===== config.mk =====
export PLATFORM = sky130hd
export DESIGN_NAME = adgmu_front_flat
export DESIGN_NICKNAME = d
export VERILOG_FILES = /design/src/hw/rtl/adgmu_pkg.sv /design/src/hw/rtl/adgmu_if.sv /design/src/hw/rtl/adgmu_front.sv /design/src/flat_wrapper.sv
export SDC_FILE = /design/constraint.sdc
export NUM_CORES = 1
export LEC_CHECK = 0
export ABC_CLOCK_PERIOD_IN_PS = 5900
export BUFFER_PORTS_ARGS = -buffer_cell sky130_fd_sc_hd__buf_2
export CAP_MARGIN = 30
export CORE_MARGIN = 2
export CORE_UTILIZATION = 55
export DETAILED_ROUTE_END_ITERATION = 7
export GPL_ROUTABILITY_DRIVEN = 0
export GPL_TIMING_DRIVEN = 0
export PLACE_DENSITY_LB_ADDON = 0.05
export SLEW_MARGIN = 0
export SYNTH_ARGS = -nofsm -noshare
export SYNTH_HDL_FRONTEND = slang
export SYNTH_SLANG_ARGS = --single-unit

===== constraint.sdc =====
create_clock -name i_clk -period 5.9 [get_ports i_clk]
set_input_delay 0.59 -clock i_clk [delete_from_list [all_inputs] [get_ports i_clk]]
set_output_delay 0.59 -clock i_clk [all_outputs]
set_load 0.01 [all_outputs]

===== src/hw/rtl/adgmu_pkg.sv =====
`default_nettype none
package adgmu_pkg;

    localparam int MAG_W = 37;

    localparam logic [1:0] ACT_LOAD   = 2'd0;
    localparam logic [1:0] ACT_UPDATE = 2'd1;
    localparam logic [1:0] ACT_CENTRE = 2'd2;

    localparam logic [1:0] REG_POINTS   = 2'd0;
    localparam logic [1:0] REG_MOMENTUM = 2'd1;
    localparam logic [1:0] REG_LRATE    = 2'd2;

    localparam logic [23:0] GAIN_ONE = 24'h010000;
    localparam logic [23:0] GAIN_ADD = 24'd13107;
    localparam logic [23:0] GAIN_MIN = 24'd655;
    localparam logic [23:0] GAIN_MAX = 24'hFFFFFF;
    localparam logic [15:0] GAIN_MUL = 16'd52429;

    typedef enum logic [1:0] {
        K_LOAD,
        K_UPDATE,
        K_CENTRE
    } t_kind;

    typedef struct packed {
        t_kind              kind;
        logic [4:0]         pt;
        logic               dm;
        logic signed [31:0] value;
    } t_cmd;

    typedef struct packed {
        logic [5:0]  cnt;
        logic [15:0] mom;
        logic [9:0]  lr;
    } t_cfg;

    function automatic logic signed [31:0] sat32(input logic signed [63:0] x);
        if (x > 64'sd2147483647) begin
            return 32'sh7FFF_FFFF;
        end
        if (x < -64'sd2147483648) begin
            return 32'sh8000_0000;
        end
        return x[31:0];
    endfunction

endpackage
`default_nettype wire


===== src/hw/rtl/adgmu_if.sv =====
`default_nettype none
interface adgmu_cmd_if;
    logic               valid;
    logic               ready;
    logic [1:0]         action;
    logic [4:0]         point_index;
    logic               dim_index;
    logic signed [31:0] value;

    modport source(output valid, output action, output point_index, output dim_index,
                   output value, input ready);
    modport sink(input valid, input action, input point_index, input dim_index,
                 input value, output ready);
endinterface

`default_nettype wire


===== src/hw/rtl/adgmu_front.sv =====
`default_nettype none
module adgmu_front #(
    parameter int MAX_POINTS = 32,
    parameter int DIMS       = 2
) (
    input  logic             i_clk,
    input  logic             i_rst_n,
    adgmu_cmd_if.sink        i_cmd,
    output adgmu_pkg::t_cmd  o_cmd,
    output logic             o_cmd_valid,
    input  logic             i_cmd_pop
);
    import adgmu_pkg::*;

    t_cmd       r_q [2];
    logic       r_wp;
    logic       r_rp;
    logic [1:0] r_cnt;
    logic       keep;
    logic       in_range;
    logic       push;
    logic       pop;
    t_cmd       entry;

    always_comb begin
        in_range = (6'(i_cmd.point_index) < 6'(MAX_POINTS)) &&
                   (2'(i_cmd.dim_index) < 2'(DIMS));
        entry.pt    = i_cmd.point_index;
        entry.dm    = i_cmd.dim_index;
        entry.value = i_cmd.value;
        unique case (i_cmd.action)
            ACT_LOAD: begin
                keep       = in_range;
                entry.kind = K_LOAD;
            end
            ACT_UPDATE: begin
                keep       = in_range;
                entry.kind = K_UPDATE;
            end
            ACT_CENTRE: begin
                keep       = 1'b1;
                entry.kind = K_CENTRE;
            end
            default: begin
                keep       = 1'b0;
                entry.kind = K_LOAD;
            end
        endcase
    end

    // dropped items (bad action or address) are taken and vanish here
    assign i_cmd.ready = (r_cnt != 2'd2);
    assign push        = i_cmd.valid && i_cmd.ready && keep;
    assign pop         = i_cmd_pop && (r_cnt != 2'd0);
    assign o_cmd       = r_q[r_rp];
    assign o_cmd_valid = (r_cnt != 2'd0);

    always_ff @(posedge i_clk) begin
        if (!i_rst_n) begin
            r_wp  <= 1'b0;
            r_rp  <= 1'b0;
            r_cnt <= 2'd0;
        end else begin
            if (push) begin
                r_q[r_wp] <= entry;
                r_wp      <= ~r_wp;
            end
            if (pop) begin
                r_rp <= ~r_rp;
            end
            r_cnt <= r_cnt + 2'(push) - 2'(pop);
        end
    end

endmodule
`default_nettype wire


===== src/flat_wrapper.sv =====
// flat-port wrapper written by rule: the top's interface ports become plain ports
module adgmu_front_flat import adgmu_pkg::*;
#(
    parameter int MAX_POINTS = 32,
    parameter int DIMS       = 2
)
  (i_clk, i_rst_n, o_cmd, o_cmd_valid, i_cmd_pop, i_cmd_valid, i_cmd_action, i_cmd_point_index, i_cmd_dim_index, i_cmd_value, i_cmd_ready);
  adgmu_cmd_if i_cmd_i ();
  input  logic i_clk;
  input  logic i_rst_n;
  output adgmu_pkg::t_cmd o_cmd;
  output logic o_cmd_valid;
  input  logic i_cmd_pop;
  input wire logic [$bits(i_cmd_i.valid)-1:0] i_cmd_valid;
  input wire logic [$bits(i_cmd_i.action)-1:0] i_cmd_action;
  input wire logic [$bits(i_cmd_i.point_index)-1:0] i_cmd_point_index;
  input wire logic [$bits(i_cmd_i.dim_index)-1:0] i_cmd_dim_index;
  input wire logic [$bits(i_cmd_i.value)-1:0] i_cmd_value;
  output wire logic [$bits(i_cmd_i.ready)-1:0] i_cmd_ready;
  assign i_cmd_i.valid = i_cmd_valid;
  assign i_cmd_i.action = i_cmd_action;
  assign i_cmd_i.point_index = i_cmd_point_index;
  assign i_cmd_i.dim_index = i_cmd_dim_index;
  assign i_cmd_i.value = i_cmd_value;
  assign i_cmd_ready = i_cmd_i.ready;
  adgmu_front #(.MAX_POINTS(MAX_POINTS), .DIMS(DIMS)) u_core (.i_clk(i_clk), .i_rst_n(i_rst_n), .i_cmd(i_cmd_i), .o_cmd(o_cmd), .o_cmd_valid(o_cmd_valid), .i_cmd_pop(i_cmd_pop));
endmodule

* Word level (Yosys, flattened, before mapping) *
Memories as Yosys holds them, arrays and structs flattened. A register that Yosys moved wholly into a read port is not among the register bits.
Index checks and enable logic that the tools add are counted.

storage, ports and cells
  bits in read-only memories = 0
  output and inout port bits = 42
  memories = 1
  word-level logic and storage cells = 24
  bits in latches = 0
  bits in writable memories = 80
  input bits = 44
  register bits after elaboration = 4

cells by class
  shift operators = 0
  muxes and demuxes = 7
  multiply operators = 0
  reductions and logical operators = 6
  bitwise gates (word level) = 2
  magnitude comparators = 0
  equality and inequality tests = 3
  add/subtract/negate cells = 2
  divide/modulo/power cells = 0

memories
  memory      words  bits a word  rd ports  clocked after memory_dff  write ports  RTL line           text
  u_core.r_q  2      40           1         1                         1            adgmu_front.sv:15  t_cmd r_q [2];

operators with widths
  operator            number
  $mux 1              6
  $pmux 2 s2          1
  $logic_and 1x1->1   3
  $reduce_or 3->1     1
  $add 2x1->2         1
  $eq 2x1->1 const B  1
  $eq 2x2->1 const B  1
  $logic_not 2->1     1
  $ne 2x2->1 const B  1
  $not 1->1           2
  $reduce_bool 2->1   1
  $sub 2x1->2         1

* Logic depth before layout (Yosys ltp) *
  word-level depth = 7
  gate-level depth with buffers = 7
  mapped depth without buffers = 7

* Least setup slack after synthesis *
No wires, ideal clock.

  path type = input-to-reg
  start point = in i_cmd_action[0]
  end point = mem u_core.r_q[0][0] in the netlist's numbering, enable pin
  library setup time = 0.437 ns
  data arrival time = 2.470 ns
  required time = 5.463 ns
  cell stages on the path = 3
  setup slack = 2.993 ns
  buffers on the path = 0
  cell sequence = nand2_1 nand4_1 nor2_1

between the ends
  word-level cells in the longest chain between the ends = 7
  elaborated cells on any way between the ends = 9
  those cells by class = eq/ne (2); mux (4); reduce/logical (3)

ends and longest elaborated chain
  what                                      RTL line            text
  from (decl)                               flat_wrapper.sv:15  input wire logic [$bits(i_cmd_i.action)-1:0] i_cmd_action;
  $eq 2x1->1, or another cell as far along  adgmu_front.sv:31   unique case (i_cmd.action)
  $reduce_or 3->1 (no line) *               n/a
  $mux 1 *                                  adgmu_front.sv:31
  $logic_and 1x1->1 *                       adgmu_front.sv:53   assign push = i_cmd.valid && i_cmd.ready && keep;
  $mux 1 *                                  adgmu_front.sv:64   if (push) begin
  $mux 1 *                                  adgmu_front.sv:59   if (!i_rst_n) begin
  $mux 1 (implied by the code) *            adgmu_front.sv:65   r_q[r_wp] <= entry;
  to (decl)                                 adgmu_front.sv:15

Mark *: on every way between the ends. The rest lies on a longest branch, timed or not.

==> flow_metrics.tcl <==
set metrics [dict create \
    status "complete, no violations" \
    numPortBuffers 85 \
    dieHeight_um 79.6 \
    hp-start "i_cmd_value[31]" \
    grt_max_degree 41 \
    clock_sinks 85 \
    floorplan.io_pins 86 \
    grt_pass1_vias 1695 \
    clock_tree_skew_after_final_layout_ns 0.00767 \
    startpoint_type "flop" \
    drc 0 \
    drv_cap 0 \
    sequential_cell_area_mm2 0.00250 \
    detail_route.wirelength_um 5000 \
    synth_sequential_area_ratio 0.796 \
    finalNetCount 295 \
    globalRoute.totalOverflow 0 \
    ys.flop_type "edfxtp_1" \
    cts-hold-fix-buffers 0 \
    dieArea_mm2 0.00634 \
    p_leak_nw 1.44 \
    maxSlewHeadroom 0.386 \
    final_antenna_net_count 0 \
    worstMarginPinSlew_ns 0.921 \
    worst_setup_path_end_kind "primary output" \
    min_path_type "in -> reg" \
    ys_async_sr_fraction 0 \
    max_slew_violation_count 0 \
    floorplan.die.width_um 79.6 \
    cp_data_required_time_ns 5.31 \
    timing.fmax_mhz 493 \
    cts_post_setup_buffers_inserted 0 \
    fin_tns_setup_ns 0 \
    tritoncts_clock_tree "done" \
    netlist_top_cells_count "80 x edfxtp_1, 40 x mux2_2, 5 x dfxtp_1, 4 x buf_4, 4 x nor2b_1" \
    setup_viol 0 \
    post_cts_resized 0 \
    first_pass_grt_wire_length_um 7750 \
    synthMostInstantiatedCell "edfxtp_1" \
    fp-row-count 27 \
    viasPerCell 4.95 \
    synth_edf_count 80 \
    critPathMaxFanout 10 \
    syn-num-nets 198 \
    globalRouteTotalUtil 0.170 \
    finalHoldViolations 0 \
    yosysUniqueCellTypes 18 \
    antenna_found_initial 0 \
    worst_vdd_rail_ir_drop_uv 222 \
    reg2reg_from "u_core.r_cnt[0]$_SDFF_PN0_" \
    synth_cells 152 \
    clkLatencyLatePin_ns 0.33 \
    cts-htree-levels 3 \
    pwr_density_cell_mw_per_mm2 373 \
    period_minus_slack_ns 2.03 \
    areaGrowthSynthToFinish_pct 22.7 \
    report.power.total_mw 1.44 \
    filler_cell_count 374 \
    worstSetupPathType "reg -> out" \
    multiInputGateArea_um2 613 \
    cts_root_cell "clkbuf_8" \
    synth_top_area_share 0.764 \
    routed-via-count 1605 \
    rsz0062_at_grt "no" \
    drt_first_pass_iters 4 \
    synthesis.area_per_instance_um2 20.7 \
    post_drt_wl_per_cell_um 15.4 \
    max-clock-path-buffers 2 \
    initial_utilization 0.571 \
    drt_first_iter_violations 58 \
    cts_inserted_buffers 9 \
    yosys-top-cells-area "edfxtp_1 76%, mux2_2 14%, dfxtp_1 3.2%" \
    mapped_cell_area_mm2 0.00314 \
    period_share 0.344 \
    synth.yosys.warnings 0 \
    dp_wirelength_um 3440 \
    clk_transition_reported_paths_ns 0.07 \
    yosysTopAreaCell "edfxtp_1" \
    design.core.area_mm2 0.00551 \
    postSynthRegisterBits 85 \
    share_of_cells_above_drive_strength_1 0.583 \
    antennaDiodeCount 0 \
    arrival_ns 1.44 \
]
cell type report:
cell class,count,share of cell area
inverters,2,0.00195
plain buffers,4,0.00778
well taps,72,0.0233
flip-flops and latches,85,0.649
clock buffers,11,0.0340
multi-input cells,61,0.159
repair buffers,86,0.115
clock inverters,3,0.0101
where the power goes:
group | leakage [nW] | total [mW] | internal [mW] | switching, mW
Sequential | 0.771 | 0.727 | 0.709 | 0.0181
Combinational | 0.582 | 0.351 | 0.182 | 0.169
Clock | 0.0867 | 0.362 | 0.189 | 0.173
Total | 1.44 | 1.44 | 1.08 | 0.360
per-stage QoR:
step                      hold WS [ns]  utilization  area, µm²  instances  setup slack [ns]
after floorplan                  0.467            -       3140        152              2.99
after global placement           0.480        0.665       3660        309              2.20
after detailed placement         0.535        0.670       3690        310              3.69
after CTS                        0.417        0.701       3860        324              3.83
after global routing             0.414        0.701       3860        324              3.76
final                            0.439        0.701       3860        324              3.87
critical path: stages, from the launching register on:
cell	delay [ns]
dfxtp_1	0.39
buf_4	0.22
mux2_2	0.35
buf_2	0.15
cell families (layout without fill, tap and decap cells):
| logic type | after synthesis | after routing | synth area share |
|---|---|---|---|
| compound gates | 2 | 2 | 0.00478 |
| xor+xnor | 3 | 3 | 0.00836 |
| fa+ha+maj | 2 | 2 | 0.00796 |
| buf+inv | 6 | 106 | 0.0119 |
| flops | 85 | 85 | 0.796 |
| mux | 40 | 40 | 0.143 |
| simple gates | 14 | 14 | 0.0279 |
cells in the final DEF (no fill, tap or decap), drive strengths merged:
| cell type | count |
|---|---|
| nand4 | 1 |
| nand2b | 1 |
| inv | 2 |
| xnor2 | 3 |
| nand2 | 2 |
| or2 | 1 |
| nor2b | 4 |
| clkbuf | 11 |
| and2 | 2 |
| ha | 2 |
| clkinv | 2 |
| and3 | 2 |
| o22ai | 1 |
| mux2 | 40 |
| o21a | 1 |
| bufinv | 1 |
| dfxtp | 5 |
| buf | 90 |
| edfxtp | 80 |
| nor2 | 1 |
layer usage:
metal	vias to the layer above	part of all wire	track usage	wire length, µm
li1	780	-	-	-
met1	754	0.37	0.191	1870
met2	60	0.53	0.290	2670
met3	11	0.071	0.0611	354
met4	0	0.021	0.0793	107
met5	-	0	0	0
path summary, 6_finish.rpt:
| path | to | slack, ns | cells past startpoint |
|---|---|---|---|
| min | u_core.r_q[0][31]$_DFFE_PP_ | 0.44 | 1 |
| max reg2reg | u_core.r_q[1][26]$_DFFE_PP_ | 4.00 | 3 |
| max | o_cmd[8] | 3.87 | 3 |
| min reg2reg | u_core.r_rp$_SDFFE_PN0P_ | 0.55 | 2 |
sequential cells by signal, summed over array words and instances, names as in the netlist, named ones only:
name          count
u_core.r_q       80
u_core.r_rp       1
u_core.r_cnt      2
u_core.r_wp       1
No activity file was read; power rests on OpenSTA's default activity.
